### config.mk
export PLATFORM = sky130hd
export DESIGN_NAME = bit_slice_alu_4bit
export DESIGN_NICKNAME = d
export VERILOG_FILES = /design/src/bsa_pkg.sv /design/src/bsa_regfile.sv /design/src/bsa_alu.sv /design/src/bit_slice_alu_4bit.sv
export SDC_FILE = /design/constraint.sdc
export NUM_CORES = 1
export LEC_CHECK = 0
export BUFFER_PORTS_ARGS = -buffer_cell sky130_fd_sc_hd__buf_2
export CORE_MARGIN = 1
export CORE_UTILIZATION = 25
export CTS_BUF_LIST = sky130_fd_sc_hd__clkbuf_4 sky130_fd_sc_hd__clkbuf_8
export DETAILED_ROUTE_END_ITERATION = 10
export GPL_TIMING_DRIVEN = 0
export HOLD_SLACK_MARGIN = 0.08
export PLACE_DENSITY_LB_ADDON = 0.08
export SLEW_MARGIN = 20
export SYNTH_ARGS = -nofsm -noshare
export SYNTH_HDL_FRONTEND = slang
export SYNTH_SLANG_ARGS = --single-unit
### constraint.sdc
create_clock -name clk -period 8.3 [get_ports clk]
set_input_delay 0 -clock clk [delete_from_list [all_inputs] [get_ports clk]]
set_output_delay 0 -clock clk [all_outputs]
set_load 0.005 [all_outputs]
### src/bsa_pkg.sv
// ----------------------------------------------------------------------------
// bsa_pkg
// Shared widths, microinstruction codes and types of the bit-slice ALU.
// ----------------------------------------------------------------------------
package bsa_pkg;

    // Slice geometry
    localparam int SLICE_WIDTH = 4;
    localparam int NUM_REGS    = 16;
    localparam int ADDR_W      = 4;
    localparam int SEL_W       = 3;

    // Stream widths: 23 payload bits padded to 3 bytes, 8 result bits
    localparam int S_TDATA_W = 24;
    localparam int M_TDATA_W = 8;

    // Source operand pair (R,S)
    localparam logic [SEL_W-1:0] SRC_AQ = 3'd0;
    localparam logic [SEL_W-1:0] SRC_AB = 3'd1;
    localparam logic [SEL_W-1:0] SRC_ZQ = 3'd2;
    localparam logic [SEL_W-1:0] SRC_ZB = 3'd3;
    localparam logic [SEL_W-1:0] SRC_ZA = 3'd4;
    localparam logic [SEL_W-1:0] SRC_DA = 3'd5;
    localparam logic [SEL_W-1:0] SRC_DQ = 3'd6;
    localparam logic [SEL_W-1:0] SRC_DZ = 3'd7;

    // ALU function
    localparam logic [SEL_W-1:0] OP_ADD  = 3'd0;
    localparam logic [SEL_W-1:0] OP_SUBR = 3'd1;
    localparam logic [SEL_W-1:0] OP_SUBS = 3'd2;
    localparam logic [SEL_W-1:0] OP_OR   = 3'd3;
    localparam logic [SEL_W-1:0] OP_AND  = 3'd4;
    localparam logic [SEL_W-1:0] OP_NOTRS = 3'd5;
    localparam logic [SEL_W-1:0] OP_XOR  = 3'd6;
    localparam logic [SEL_W-1:0] OP_XNOR = 3'd7;

    // Destination control
    localparam logic [SEL_W-1:0] DST_QREG  = 3'd0;
    localparam logic [SEL_W-1:0] DST_NOP   = 3'd1;
    localparam logic [SEL_W-1:0] DST_RAMA  = 3'd2;
    localparam logic [SEL_W-1:0] DST_RAMF  = 3'd3;
    localparam logic [SEL_W-1:0] DST_RAMQD = 3'd4;
    localparam logic [SEL_W-1:0] DST_RAMD  = 3'd5;
    localparam logic [SEL_W-1:0] DST_RAMQU = 3'd6;
    localparam logic [SEL_W-1:0] DST_RAMU  = 3'd7;

    // Register file write port
    typedef struct packed {
        logic                   en;
        logic [ADDR_W-1:0]      addr;
        logic [SLICE_WIDTH-1:0] data;
    } bsa_wr_t;

    // ALU result and flags
    typedef struct packed {
        logic [SLICE_WIDTH-1:0] f;
        logic                   c4;
        logic                   ovr;
    } bsa_alu_res_t;

endpackage

### src/bsa_regfile.sv
// ----------------------------------------------------------------------------
// bsa_regfile
// 16 x 4 register file: one write port, two registered read ports with
// write-through bypass, and per-entry valid bits so unwritten entries read 0.
// ----------------------------------------------------------------------------
module bsa_regfile
(
    input  logic                            clk,
    input  logic                            rst_n,
    input  logic                            rd_en,
    input  logic [bsa_pkg::ADDR_W-1:0]      rd_addr_a,
    input  logic [bsa_pkg::ADDR_W-1:0]      rd_addr_b,
    input  bsa_pkg::bsa_wr_t                wr,
    output logic [bsa_pkg::SLICE_WIDTH-1:0] rd_data_a,
    output logic [bsa_pkg::SLICE_WIDTH-1:0] rd_data_b
);

    logic [bsa_pkg::SLICE_WIDTH-1:0] mem [bsa_pkg::NUM_REGS];
    logic [bsa_pkg::NUM_REGS-1:0]    valid_reg;
    logic [bsa_pkg::SLICE_WIDTH-1:0] rd_a_reg;
    logic [bsa_pkg::SLICE_WIDTH-1:0] rd_b_reg;

    // Storage array
    always_ff @(posedge clk)
    begin
        if (wr.en)
        begin
            mem[wr.addr] <= wr.data;
        end
    end

    // Written-entry marks, cleared by reset
    always_ff @(posedge clk or negedge rst_n)
    begin
        if (!rst_n)
        begin
            valid_reg <= '0;
        end
        else if (wr.en)
        begin
            valid_reg[wr.addr] <= 1'b1;
        end
    end

    // Registered reads; a write on the same edge is passed through
    always_ff @(posedge clk)
    begin
        if (rd_en)
        begin
            if (wr.en && (wr.addr == rd_addr_a))
                rd_a_reg <= wr.data;
            else if (valid_reg[rd_addr_a])
                rd_a_reg <= mem[rd_addr_a];
            else
                rd_a_reg <= '0;

            if (wr.en && (wr.addr == rd_addr_b))
                rd_b_reg <= wr.data;
            else if (valid_reg[rd_addr_b])
                rd_b_reg <= mem[rd_addr_b];
            else
                rd_b_reg <= '0;
        end
    end

    assign rd_data_a = rd_a_reg;
    assign rd_data_b = rd_b_reg;

endmodule

### src/bsa_alu.sv
// ----------------------------------------------------------------------------
// bsa_alu
// Operand source selection and the eight ALU functions with C4/OVR flags.
// ----------------------------------------------------------------------------
module bsa_alu
(
    input  logic [bsa_pkg::SEL_W-1:0]       source_sel,
    input  logic [bsa_pkg::SEL_W-1:0]       op,
    input  logic                            carry_in,
    input  logic [bsa_pkg::SLICE_WIDTH-1:0] reg_a,
    input  logic [bsa_pkg::SLICE_WIDTH-1:0] reg_b,
    input  logic [bsa_pkg::SLICE_WIDTH-1:0] q_val,
    input  logic [bsa_pkg::SLICE_WIDTH-1:0] data_in,
    output bsa_pkg::bsa_alu_res_t           res
);

    localparam int W = bsa_pkg::SLICE_WIDTH;

    logic [W-1:0] r;
    logic [W-1:0] s;
    logic [W-1:0] x;
    logic [W-1:0] z;
    logic [W:0]   sum;
    logic [W-1:0] low;
    logic [W-1:0] ri;
    logic [W-1:0] p;
    logic [W-1:0] g;
    logic         lo;
    logic         hi;

    // Source operand pair
    always_comb
    begin
        case (source_sel)
            bsa_pkg::SRC_AQ: begin r = reg_a;   s = q_val; end
            bsa_pkg::SRC_AB: begin r = reg_a;   s = reg_b; end
            bsa_pkg::SRC_ZQ: begin r = '0;      s = q_val; end
            bsa_pkg::SRC_ZB: begin r = '0;      s = reg_b; end
            bsa_pkg::SRC_ZA: begin r = '0;      s = reg_a; end
            bsa_pkg::SRC_DA: begin r = data_in; s = reg_a; end
            bsa_pkg::SRC_DQ: begin r = data_in; s = q_val; end
            default:         begin r = data_in; s = '0;    end
        endcase
    end

    // Adder operands: subtraction adds the complement
    always_comb
    begin
        x = r;
        z = s;
        if (op == bsa_pkg::OP_SUBR)
        begin
            x = s;
            z = ~r;
        end
        else if (op == bsa_pkg::OP_SUBS)
        begin
            z = ~s;
        end
        sum = {1'b0, x} + {1'b0, z} + {{W{1'b0}}, carry_in};
        low = {1'b0, x[W-2:0]} + {1'b0, z[W-2:0]} + {{(W-1){1'b0}}, carry_in};
    end

    // Logic-mode propagate/generate; notR-and-S and xor use inverted R
    assign ri = ((op == bsa_pkg::OP_NOTRS) || (op == bsa_pkg::OP_XOR)) ? ~r : r;
    assign p  = ri | s;
    assign g  = ri & s;

    // Overflow halves of the published xnor-mode equation
    assign lo = ~p[2] | (~g[2] & ~p[1]) | (~g[2] & ~g[1] & ~p[0])
              | (~g[2] & ~g[1] & ~g[0] & carry_in);
    assign hi = ~p[3] | (~g[3] & ~p[2]) | (~g[3] & ~g[2] & ~p[1])
              | (~g[3] & ~g[2] & ~g[1] & ~p[0])
              | (~g[3] & ~g[2] & ~g[1] & ~g[0] & carry_in);

    // Function result and flags
    always_comb
    begin
        res = '0;
        case (op)
            bsa_pkg::OP_ADD, bsa_pkg::OP_SUBR, bsa_pkg::OP_SUBS:
            begin
                res.f   = sum[W-1:0];
                res.c4  = sum[W];
                res.ovr = low[W-1] ^ sum[W];
            end
            bsa_pkg::OP_OR:
            begin
                // C4 = ~(P3 P2 P1 P0) + Cn
                res.f   = r | s;
                res.c4  = ~(&p) | carry_in;
                res.ovr = ~(&p) | carry_in;
            end
            bsa_pkg::OP_AND, bsa_pkg::OP_NOTRS:
            begin
                // C4 = G3 + G2 + G1 + G0 + Cn
                res.f   = (op == bsa_pkg::OP_AND) ? (r & s) : (~r & s);
                res.c4  = (|g) | carry_in;
                res.ovr = (|g) | carry_in;
            end
            default:
            begin
                // C4 = ~(G3 + P3G2 + P3P2G1 + P3P2P1P0(G0 + ~Cn))
                res.f   = (op == bsa_pkg::OP_XOR) ? (r ^ s) : ~(r ^ s);
                res.c4  = ~(g[3] | (p[3] & g[2]) | (p[3] & p[2] & g[1])
                          | (p[3] & p[2] & p[1] & p[0] & (g[0] | ~carry_in)));
                res.ovr = lo ^ hi;
            end
        endcase
    end

endmodule

### src/bit_slice_alu_4bit.sv
// ----------------------------------------------------------------------------
// bit_slice_alu_4bit
// A 4-bit bit-slice ALU with a 16-entry register file and a Q register. It
// takes one microinstruction transaction per clock while the result side
// is not stalled and returns one result transaction for each: the register
// file is first read into the input register stage, then the ALU computes
// and writes the register file, Q and the result register. Register file
// and Q writes of one microinstruction are seen by the next one with no
// gap. With out_enable low the result fields are all zero while the state
// still updates. A stall on the result side holds the input side after one
// more transaction.
// ----------------------------------------------------------------------------
module bit_slice_alu_4bit
(
    input  logic                             clk,
    input  logic                             rst_n,
    // source_sel[2:0] op[5:3] dest_sel[8:6] addr_a[12:9] addr_b[16:13]
    // data_in[20:17] carry_in[21] out_enable[22] zero pad[23]
    input  logic [bsa_pkg::S_TDATA_W-1:0]    s_tdata,
    input  logic                             s_tvalid,
    output logic                             s_tready,
    // y_out[3:0] zero_flag[4] sign_flag[5] carry_out[6] overflow_flag[7]
    output logic [bsa_pkg::M_TDATA_W-1:0]    m_tdata,
    output logic                             m_tvalid,
    input  logic                             m_tready
);

    localparam int W  = bsa_pkg::SLICE_WIDTH;
    localparam int SW = bsa_pkg::SEL_W;
    localparam int AW = bsa_pkg::ADDR_W;

    // Input field unpacking
    logic [SW-1:0] in_src;
    logic [SW-1:0] in_op;
    logic [SW-1:0] in_dst;
    logic [AW-1:0] in_addr_a;
    logic [AW-1:0] in_addr_b;
    logic [W-1:0]  in_d;
    logic          in_cn;
    logic          in_oe;

    assign in_src    = s_tdata[2:0];
    assign in_op     = s_tdata[5:3];
    assign in_dst    = s_tdata[8:6];
    assign in_addr_a = s_tdata[12:9];
    assign in_addr_b = s_tdata[16:13];
    assign in_d      = s_tdata[20:17];
    assign in_cn     = s_tdata[21];
    assign in_oe     = s_tdata[22];

    // Pipeline registers
    logic          s1_valid_reg;
    logic [SW-1:0] s1_src_reg;
    logic [SW-1:0] s1_op_reg;
    logic [SW-1:0] s1_dst_reg;
    logic [AW-1:0] s1_addr_b_reg;
    logic [W-1:0]  s1_d_reg;
    logic          s1_cn_reg;
    logic          s1_oe_reg;
    logic [W-1:0]  q_reg;
    logic [W-1:0]  q_next;
    logic          out_valid_reg;
    logic [bsa_pkg::M_TDATA_W-1:0] out_data_reg;
    logic [bsa_pkg::M_TDATA_W-1:0] out_data_next;

    logic                  accept;
    logic                  advance;
    logic [W-1:0]          reg_a;
    logic [W-1:0]          reg_b;
    logic [W-1:0]          y_val;
    bsa_pkg::bsa_wr_t      wr;
    bsa_pkg::bsa_alu_res_t alu_res;

    // Handshake control
    assign advance  = s1_valid_reg && (!out_valid_reg || m_tready);
    assign s_tready = !s1_valid_reg || advance;
    assign accept   = s_tvalid && s_tready;

    // Register file
    bsa_regfile u_regfile
    (
        .clk       (clk),
        .rst_n     (rst_n),
        .rd_en     (accept),
        .rd_addr_a (in_addr_a),
        .rd_addr_b (in_addr_b),
        .wr        (wr),
        .rd_data_a (reg_a),
        .rd_data_b (reg_b)
    );

    // ALU
    bsa_alu u_alu
    (
        .source_sel (s1_src_reg),
        .op         (s1_op_reg),
        .carry_in   (s1_cn_reg),
        .reg_a      (reg_a),
        .reg_b      (reg_b),
        .q_val      (q_reg),
        .data_in    (s1_d_reg),
        .res        (alu_res)
    );

    // Destination decode: register B, Q and Y
    always_comb
    begin
        wr.en   = advance;
        wr.addr = s1_addr_b_reg;
        wr.data = alu_res.f;
        q_next  = q_reg;
        y_val   = alu_res.f;
        case (s1_dst_reg)
            bsa_pkg::DST_QREG:
            begin
                wr.en  = 1'b0;
                q_next = alu_res.f;
            end
            bsa_pkg::DST_NOP:
            begin
                wr.en = 1'b0;
            end
            bsa_pkg::DST_RAMA:
            begin
                y_val = reg_a;
            end
            bsa_pkg::DST_RAMF:
            begin
                wr.data = alu_res.f;
            end
            bsa_pkg::DST_RAMQD:
            begin
                wr.data = {1'b0, alu_res.f[W-1:1]};
                q_next  = {1'b0, q_reg[W-1:1]};
            end
            bsa_pkg::DST_RAMD:
            begin
                wr.data = {1'b0, alu_res.f[W-1:1]};
            end
            bsa_pkg::DST_RAMQU:
            begin
                wr.data = {alu_res.f[W-2:0], 1'b0};
                q_next  = {q_reg[W-2:0], 1'b0};
            end
            default:
            begin
                wr.data = {alu_res.f[W-2:0], 1'b0};
            end
        endcase
    end

    // Result packing, gated by output enable
    always_comb
    begin
        if (s1_oe_reg)
            out_data_next = {alu_res.ovr, alu_res.c4, alu_res.f[W-1],
                             (alu_res.f == '0), y_val};
        else
            out_data_next = '0;
    end

    // Input register stage control
    always_ff @(posedge clk or negedge rst_n)
    begin
        if (!rst_n)
        begin
            s1_valid_reg <= 1'b0;
        end
        else if (s_tready)
        begin
            s1_valid_reg <= s_tvalid;
        end
    end

    // Input register stage payload
    always_ff @(posedge clk)
    begin
        if (accept)
        begin
            s1_src_reg    <= in_src;
            s1_op_reg     <= in_op;
            s1_dst_reg    <= in_dst;
            s1_addr_b_reg <= in_addr_b;
            s1_d_reg      <= in_d;
            s1_cn_reg     <= in_cn;
            s1_oe_reg     <= in_oe;
        end
    end

    // Q register
    always_ff @(posedge clk or negedge rst_n)
    begin
        if (!rst_n)
        begin
            q_reg <= '0;
        end
        else if (advance)
        begin
            q_reg <= q_next;
        end
    end

    // Result register control
    always_ff @(posedge clk or negedge rst_n)
    begin
        if (!rst_n)
        begin
            out_valid_reg <= 1'b0;
        end
        else if (advance)
        begin
            out_valid_reg <= 1'b1;
        end
        else if (m_tready)
        begin
            out_valid_reg <= 1'b0;
        end
    end

    // Result register payload
    always_ff @(posedge clk)
    begin
        if (advance)
        begin
            out_data_reg <= out_data_next;
        end
    end

    assign m_tvalid = out_valid_reg;
    assign m_tdata  = out_data_reg;

`ifndef SYNTHESIS
    // A new transaction into a full input stage must move that stage on
    a_accept_moves: assert property (@(posedge clk) disable iff (!rst_n)
        (accept && s1_valid_reg) |-> advance)
        else $error("input stage overwritten before it moved on");

    // Every advance leaves a result waiting
    a_advance_result: assert property (@(posedge clk) disable iff (!rst_n)
        advance |=> out_valid_reg)
        else $error("advance did not produce a result");

    // Q load takes the ALU result
    a_q_load: assert property (@(posedge clk) disable iff (!rst_n)
        (advance && (s1_dst_reg == bsa_pkg::DST_QREG)) |=> (q_reg == $past(alu_res.f)))
        else $error("Q register did not load F");

    // Zero result never carries a sign bit
    a_zero_sign: assert property (@(posedge clk) disable iff (!rst_n)
        (m_tvalid && m_tdata[4]) |-> !m_tdata[5])
        else $error("zero and sign flags both set");
`endif

endmodule
==> run metrics, run 1 <==
run status finished, final reports clean; Placed Cells 891; CTS tree yes; Setup TNS Final 0 ns; largest net degree at the start of global routing 28; yosys warns 0; Synth top area share 43.16%; Power, Total 1738 uW; initial antenna violation count 0; final period utilization 63.38%; switching power of the nets 565.5 uW; Vias 4737; first-pass GRT wire length 30890 microns; Power Internal 1172 uW; PortBufs 34; die area 0.02822 sq mm; final WL 20290 microns; mean cell area of the mapped netlist 13.35 sq um; Max IR drop VDD 0.08413 mV; slowest CP cell nor3_1; root cell of the clock tree clkbuf_8; Die X 168.0 microns; Primary FF master, synth edfxtp_1; Final setup viols 0; max incr delay on CP 0.75 ns; Max-Slew Margin vs Limit 32.94%; Flop pwr share 44.1%; Cell Count, Final, Fillers Out 948; skew final 0.02000 ns; CP endpoint kind flop; CTS H-tree lvls 4; Vias/cell 4.997; cell leakage power 0.002871 uW; Syn Std Cell Area 0.006888 sq mm; Core Region 0.02703 sq mm; # diodes 0; clock sinks 121; worst-margin pin slew 1.006 ns; startpoint types flop; WL per Instance 21.40 microns; P per Cell Area 213.2 mW/mm^2; Buf/Inv on CP 5; RePlAce Congestion 0.7846; Crit path max-delay family simple AND/OR/NAND/NOR gates; DP Worst Slack 3.064 ns; area leader, netlist edfxtp_1; Worst EP required 8.40 ns; dominant cells by area after synthesis edfxtp_1 (43%), mux4_2 (16%), dfrtp_1 (8.0%); worst hold slack 0.2593 ns; Hold WC Path Type primary input to flop; max_cap viols 0; vias in the first global route 4942; fmax 190.1 MHz; IO Count 38; area grow syn2layout 18.37%; HPWL after detailed placement 15000 microns; Post-synth ARST share 18.18%; Setup CP Type flop to flop; Clk Latency, worst-skew pair 0.46 ns; share of layout cells above drive strength 1 27.35%; 1st-iter DRT viols 268; Post-CTS Setup Bufs 0; CTS max path bufs 2; sequential area share after synthesis 51.15%; GRT overflow 0; Num CTS Buffers 17; Sw Share 32.54%; fin worst setup slack 3.040 ns; # DRC 0; Slew Viols, Final 0; flops & latches, synth 121; drt first pass iters 5; max FFs per register 64; unrepaired setup endpoints after global routing false; Total Routing Usage GR 15.20%; CP max FO 16; post-synthesis instance total 516; combinational share of power 24.5%; Starting Density 25.49%; CP arrival 5.36 ns; row count 60; Die Span Y 168.0 microns; Post-synth EDFFs 99; syn_nets 553; Netlist cell types 69; Reg clk slew, reported paths 0.08 ns; Final Net Count 631; Hold Vio Cnt, Final 0; clock period minus worst slack 5.260 ns; critical path, cell by cell buf_2 -> buf_1 -> clkbuf_1 -> nor3_1 -> o21ai_0 -> fa_1 -> inv_1 -> fa_1 -> or3_1 -> o211ai_1 -> a32oi_1 -> o211a_1 -> and3_1 -> a211oi_2 -> inv_1; clock power share 31.4%; number of routed nets with antenna violations 0
==> cells in the final DEF (no fill, tap or decap), types with 21 or more instances in the layout <==
cell / n
nand2_1: 22
inv_1: 26
dfrtp_1: 22
buf_2: 40
dlygate4sd3_1: 24
edfxtp_1: 99
mux4_2: 48
nor2_1: 36
o21ai_0: 21
a21oi_1: 21
==> cell type report <==
cell class                 instances  area, sq um
tap                              341        426.7
multi-input combinational        337         3127
buffer                            29        138.9
clock inverter                    14        148.9
clock buffer                      18        247.7
timing repair buffer              59        430.4
fill                            2774        18870
inverter                          29        110.1
sequential                       121         3523
==> layer usage <==
layer,GRT usage [%],vias to the layer above,part of all wire [%]
met4,4.587,0,1.6
met5,0,-,0
li1,-,2180,-
met1,18.13,2432,42
met2,27.55,104,53
met3,2.891,21,3.2
==> per-stage QoR <==
| step | util [%] | area [sq um] |
|---|---|---|
| 4_1_cts | 30.15 | 8148 |
| 3_3_place_gp | 27.69 | 7485 |
| 3_5_place_dp | 27.72 | 7491 |
| 5_1_grt | 30.17 | 8153 |
| 2_1_floorplan | - | 6888 |
| 6_report | 30.17 | 8153 |
==> power by group through the flow <==
stage	logic, uW	registers [uW]	clock network, uW
final	427	766	545
after global placement	416	780	0
after CTS	433	767	559
after floorplan	297	769	0
after detailed placement	420	781	0
after global routing	469	774	587
==> cell usage after synthesis (all sizes together) (2+ instances only) <==
| cell | count |
|---|---|
| nand3b | 11 |
| nand3 | 9 |
| or2 | 18 |
| o22ai | 6 |
| nand2b | 7 |
| o211a | 6 |
| or3b | 2 |
| and2 | 4 |
| nor4 | 4 |
| xnor2 | 3 |
| nand2 | 22 |
| edfxtp | 99 |
| ha | 7 |
| a21o | 2 |
| nand4 | 2 |
| or3 | 4 |
| a21oi | 21 |
| inv | 28 |
| nor3b | 4 |
| nor2 | 37 |
| o21ai | 22 |
| fa | 2 |
| a2bb2oi | 2 |
| a211o | 5 |
| o211ai | 11 |
| buf | 15 |
| clkbuf | 14 |
| o2bb2ai | 4 |
| mux2i | 5 |
| o311ai | 5 |
| xor2 | 12 |
| nor2b | 7 |
| dfrtp | 22 |
| nor3 | 13 |
| mux4 | 48 |
| a31oi | 3 |
| a32oi | 2 |
| a31o | 3 |
| a311oi | 2 |
| a211oi | 8 |
| o31ai | 3 |
==> logic make-up after synthesis <==
logic type,Yosys count,share of synthesized area [%]
AOI/OAI and AO/OA,111,12.92
DFF,121,51.15
xor gates and xnor gates,15,1.907
muxes,53,16.42
adders and majority gates,9,1.853
buffers and inverters,58,3.615
and+or+nand+nor,149,12.13
==> path summary, 6_finish.rpt <==
kind / start / endpoint / slack, ns / depth (start not counted)
setup / recovery: s1_op_reg[2]$_DFFE_PP_ / u_regfile.mem[6][2]$_DFFE_PP_ / 3.04 / 15
hold / removal: s_tdata[7] / s1_dst_reg[1]$_DFFE_PP_ / 0.26 / 2
setup reg to reg: s1_op_reg[2]$_DFFE_PP_ / u_regfile.mem[6][2]$_DFFE_PP_ / 3.04 / 15
hold reg to reg: u_regfile.valid_reg[4]$_DFFE_PN0P_ / u_regfile.valid_reg[4]$_DFFE_PN0P_ / 0.50 / 1
max in group asynchronous: rst_n / u_regfile.valid_reg[5]$_DFFE_PN0P_ / 7.60 / 4
min in group asynchronous: rst_n / u_regfile.valid_reg[11]$_DFFE_PN0P_ / 0.54 / 4
==> what timing repair did <==
item | 4_1_cts | 5_1_grt
hold buffers | 25 | 0
setup endpoints to repair | 0 | 0
hold endpoints to repair | 43 | 0
resized for setup | 0 | 0
Power figures use the tool's default switching activity.
==> run 2: changes to the inputs <==
==> constraint.sdc (replaced) <==
create_clock -name clk -period 4.9 [get_ports clk]
set_input_delay 0 -clock clk [delete_from_list [all_inputs] [get_ports clk]]
set_output_delay 0 -clock clk [all_outputs]
set_load 0.005 [all_outputs]
==> run 2 against run 1 <==
  * Sequential share of layout area shrank 0.11 points
  * Critical endpoint unchanged
  * Global-route usage is essentially flat
  * Die area is the same
  * Clock power grew 70%
==> run metrics, run 2 (synthesis gave the netlist of run 1 again) <==
run status finished, final reports clean; row count 60; Setup TNS Final 0 ns; CP endpoint kind flop; GRT overflow 0; WL per Instance 21.43 microns; Starting Density 25.49%; CP arrival 4.73 ns; Vias/cell 4.989; final WL 20290 microns; initial antenna violation count 0; share of layout cells above drive strength 1 28.55%; crit path from s1_src_reg[1]$_DFFE_PP_; PortBufs 34; Max-Slew Margin vs Limit 33.27%; Clk Latency, worst-skew pair 0.46 ns; largest net degree at the start of global routing 28; most common cell after layout, fill and taps aside edfxtp_1; FILL cells 2777; # diodes 0; max_cap viols 0; Hold Startpoint s_tdata[7]; Max IR drop VDD 0.1426 mV; slowest CP cell edfxtp_1; R2R Setup Slk 0.33 ns; max incr delay on CP 0.49 ns; skew final 0.02029 ns; area grow syn2layout 18.67%; Slew Viols, Final 0; first-pass GRT wire length 30860 microns; worst reg2reg endpoint u_regfile.mem[6][2]$_DFFE_PP_; Buf/Inv on CP 3; root cell of the clock tree clkbuf_8; RePlAce Congestion 0.7846; Worst EP required 5.06 ns; GR Util met2 27.55%; Final setup viols 0; 1st-iter DRT viols 259; Finished Cell Area 0.008174 sq mm; WHS Endpoint s1_dst_reg[1]$_DFFE_PP_; Hold WC Path Type primary input to flop; Hold Crit Depth 2; placed instance area 0.007491 sq mm; max FFs per register 64; worst-margin pin slew 1.001 ns; GRT busiest layer met2; Power, Total 2953 uW; most frequent cells in the layout edfxtp_1 (99), mux4_2 (48), buf_2 (41), nor2_1 (36); Die X 168.0 microns; startpoint types flop; # DRC 0; Die Span Y 168.0 microns; CP max FO 16; unrepaired setup endpoints after global routing false; Num CTS Buffers 17; die area 0.02822 sq mm; fmax 218.9 MHz; vias in the first global route 4940; P per Cell Area 361.3 mW/mm^2; Final Net Count 630; Cell Count, Final, Fillers Out 947; Hold Vio Cnt, Final 0; M1 GR Usage 18.10%; Reg clk slew, reported paths 0.08 ns; CTS tree yes; Setup CP Type flop to flop; cell leakage power 0.002876 uW; most numerous cell on the critical path fa_1; number of routed nets with antenna violations 0; IO Count 38; reg2reg path depth 16; Core Region 0.02703 sq mm; clock period minus worst slack 4.568 ns; CTS max path bufs 2; Total Routing Usage GR 15.19%; met3 Use GR 2.891%; clock sinks 121; final period utilization 93.22%; Placed Cells 891; R2R Path Start s1_src_reg[1]$_DFFE_PP_; Vias 4725; Crit path max-delay family compound AO/OA/AOI/OAI gates; drt first pass iters 6; CTS H-tree lvls 4; critical path, cell by cell and2b_4 -> o311ai_4 -> buf_4 -> nand2_1 -> o31ai_1 -> a221oi_1 -> fa_1 -> inv_1 -> fa_1 -> or3_1 -> o211ai_1 -> a32oi_1 -> o211a_2 -> and3_1 -> a211oi_4 -> inv_2; HPWL after detailed placement 15000 microns
-- run 2: worst reg2reg max path, cell delays in order (launching register included) --
cell and delay, ns:
edfxtp_1 0.49, and2b_4 0.27, o311ai_4 0.40, buf_4 0.19, nand2_1 0.05, o31ai_1 0.07, a221oi_1 0.14, fa_1 0.48
inv_1 0.09, fa_1 0.43, or3_1 0.32, o211ai_1 0.15, a32oi_1 0.10, o211a_2 0.36, and3_1 0.24, a211oi_4 0.30
inv_2 0.20
-- run 2: per-layer routing --
metal,vias to the layer above,part of all wire [%]
li1,2185,-
met1,2424,43
met2,95,53
met3,21,3.1
met4,0,1.6
met5,-,0
-- run 2: what timing repair did --
action | in CTS | in global routing
pin swaps | 0 | 1
buffers inserted | 0 | 1
gates resized for setup | 3 | 5
hold buffers | 25 | 0
hold endpoints to repair | 43 | 0
endpoints found under the setup margin | 34 | 32
-- run 2: area by class of cell --
cell class	instances	area [sq um]	share of cell area [%]
sequential	121	3523	43.10
multi-input combinational	337	3146	38.48
timing repair buffer	60	437.9	5.357
tap	341	426.7	5.220
clock buffer	18	247.7	3.031
clock inverter	14	148.9	1.822
buffer	27	133.9	1.638
inverter	29	110.1	1.347
-- run 2: metrics by stage --
step | setup slack (ns) | util (%) | hold slack, ns
6_report | 0.3322 | 30.25 | 0.2574
5_1_grt | 0.04330 | 30.25 | 0.2448
4_1_cts | 0.07313 | 30.16 | 0.2351
3_5_place_dp | -0.3362 | 27.72 | 0.02269
3_3_place_gp | -0.3198 | 27.69 | 0.01955
2_1_floorplan | 0.8295 | - | -0.2956
-- run 2: how the worst max path moves through the flow --
stage,slack [ns],cells after the start,to
after floorplan,0.83,15,u_regfile.mem[0][2]$_DFFE_PP_
after global placement,-0.32,15,u_regfile.mem[13][2]$_DFFE_PP_
after detailed placement,-0.34,15,u_regfile.mem[12][2]$_DFFE_PP_
after CTS,0.07,15,u_regfile.mem[6][2]$_DFFE_PP_
after global routing,0.04,17,u_regfile.mem[6][2]$_DFFE_PP_
final,0.33,16,u_regfile.mem[6][2]$_DFFE_PP_
-- run 2: report_power, final --
| group | internal [uW] | total [uW] | switching (uW) |
|---|---|---|---|
| Clock | 437 | 926 | 490 |
| Sequential | 1240 | 1300 | 55.2 |
| Combinational | 309 | 728 | 419 |
| Total | 1990 | 2950 | 964 |
==> run 3: changes to the inputs <==
==> constraint.sdc (replaced) <==
create_clock -name clk -period 5.52 [get_ports clk]
set_input_delay 0 -clock clk [delete_from_list [all_inputs] [get_ports clk]]
set_output_delay 0 -clock clk [all_outputs]
set_load 0.005 [all_outputs]
==> run 3 against run 2 <==
  * Final cell count increased by 0.11%
  * Setup slack improved by 0.10 ns
  * Clock skew about the same
  * Sequential cell count unchanged
  * First-iteration DRC count increased by 0.39%
  * Worst hold slack improved by 0.0019 ns
  * Critical path type unchanged
==> run metrics, run 3 (synthesis gave the netlist of run 1 again) <==
Num CTS Buffers 17; R2R Path Start s1_op_reg[1]$_DFFE_PP_; critical path, cell by cell clkbuf_1 -> clkbuf_1 -> nand2_1 -> nor2_1 -> a21oi_1 -> nor2_1 -> a221oi_1 -> fa_1 -> inv_1 -> fa_1 -> or3_1 -> o211ai_1 -> a32oi_1 -> o211a_1 -> and3_1 -> a211oi_2 -> inv_1; IO Count 38; CTS max path bufs 2; worst-margin pin slew 1.005 ns; RePlAce Congestion 0.7846; clock period minus worst slack 5.088 ns; # diodes 0; row count 60; largest net degree at the start of global routing 28; Die Span Y 168.0 microns; CP max FO 16; GRT overflow 0; Total Routing Usage GR 15.20%; initial antenna violation count 0; CP endpoint kind flop; max_cap viols 0; cell leakage power 0.002872 uW; CTS H-tree lvls 4; most common cell after layout, fill and taps aside edfxtp_1; crit path from s1_op_reg[1]$_DFFE_PP_; 1st-iter DRT viols 260; Hold Crit Depth 2; die area 0.02822 sq mm; run status finished, final reports clean; drt first pass iters 4; unrepaired setup endpoints after global routing false; reg2reg path depth 17; number of routed nets with antenna violations 0; DP Worst Slack 0.2838 ns; CTS tree yes; root cell of the clock tree clkbuf_8; fin worst setup slack 0.4321 ns; CP arrival 5.19 ns; Die X 168.0 microns; Setup CP Type flop to flop; WHS Endpoint s1_dst_reg[1]$_DFFE_PP_; Final Net Count 631; Max IR drop VDD 0.1265 mV; area grow syn2layout 18.44%; Worst EP required 5.62 ns; fin util 30.19%; Clk Latency, worst-skew pair 0.46 ns; Reg clk slew, reported paths 0.08 ns; HPWL after detailed placement 15000 microns; PortBufs 34; Post-CTS Setup Bufs 0; vias in the first global route 4942; final period utilization 92.17%; R2R Setup Slk 0.43 ns; Slew Viols, Final 0; Final setup viols 0; most frequent cells in the layout edfxtp_1 (99), mux4_2 (48), buf_2 (40), nor2_1 (36), inv_1 (26); share of layout cells above drive strength 1 27.51%; Hold Startpoint s_tdata[7]; Hold WC Path Type primary input to flop; Core Region 0.02703 sq mm; skew final 0.02000 ns; # DRC 0; P per Cell Area 320.4 mW/mm^2; clock sinks 121; final WL 20310 microns; first-pass GRT wire length 30890 microns; WL per Instance 21.42 microns; Setup TNS Final 0 ns; max incr delay on CP 0.47 ns; FILL cells 2773; slowest CP cell fa_1; Hold Vio Cnt, Final 0; Starting Density 25.49%; max FFs per register 64; Vias/cell 4.997; Max-Slew Margin vs Limit 33.00%; fmax 196.5 MHz; worst reg2reg endpoint u_regfile.mem[6][2]$_DFFE_PP_; Vias 4737; startpoint types flop
==> run 3: area by class of cell <==
cell class | instances | area (sq um) | area share, %
Sequential cell | 121 | 3523 | 43.19
Timing Repair Buffer | 59 | 430.4 | 5.276
Clock buffer | 18 | 247.7 | 3.037
Multi-Input combinational cell | 337 | 3132 | 38.39
Buffer | 29 | 138.9 | 1.702
Inverter | 29 | 110.1 | 1.350
Tap cell | 341 | 426.7 | 5.230
Clock inverter | 14 | 148.9 | 1.825
==> run 3: worst max-delay path, delay by kind of cell (launching register included) <==
family,cells,cell delay (ns)
AOI/OAI and AO/OA,6,1.06
adders and majority gates,2,0.91
buffers and inverters,4,1.30
DFF,1,0.43
and+or+nand+nor,5,1.04
==> run 3: what timing repair did <==
item / 4_1_cts / 5_1_grt
endpoints found under the hold margin: 43 / 0
resized for setup: 0 / 1
hold buffers: 25 / 0
setup endpoints to repair: 0 / 16
==> run 3: routing by layer <==
metal  share of wire, %  up-vias  wire length (microns)  GRT usage (%)
met1                 42     2432                   8613          18.13
met3                3.2       21                    646          2.891
li1                   -     2180                      -              -
met5                  0        -                      0              0
met4                1.6        0                    318          4.587
met2                 53      104                  10730          27.55
==> run 3: worst max-delay path by stage <==
| stage | slack (ns) | cells after the start | to |
|---|---|---|---|
| floorplan | 1.45 | 15 | u_regfile.mem[0][2]$_DFFE_PP_ |
| global placement | 0.30 | 15 | u_regfile.mem[13][2]$_DFFE_PP_ |
| detailed placement | 0.28 | 15 | u_regfile.mem[12][2]$_DFFE_PP_ |
| CTS | 0.26 | 15 | u_regfile.mem[6][2]$_DFFE_PP_ |
| global route | 0.06 | 17 | u_regfile.mem[6][2]$_DFFE_PP_ |
| finish | 0.43 | 17 | u_regfile.mem[6][2]$_DFFE_PP_ |
==> run 3: stage by stage <==
stage                     hold WS, ns  cell area, sq um  total power (uW)  cells
after floorplan               -0.2956              6888              1603    516
after detailed placement      0.02269              7491              1806    891
after global placement        0.01955              7485              1798    891
after CTS                      0.2351              8148              2644    948
after global routing           0.2448              8158              2751    948
final                          0.2593              8158              2614    948
==> run 3: report_power, final <==
group	switching (uW)	internal, uW	total (uW)
registers	47.6	1100	1150
logic	372	271	642
clock network	432	388	819
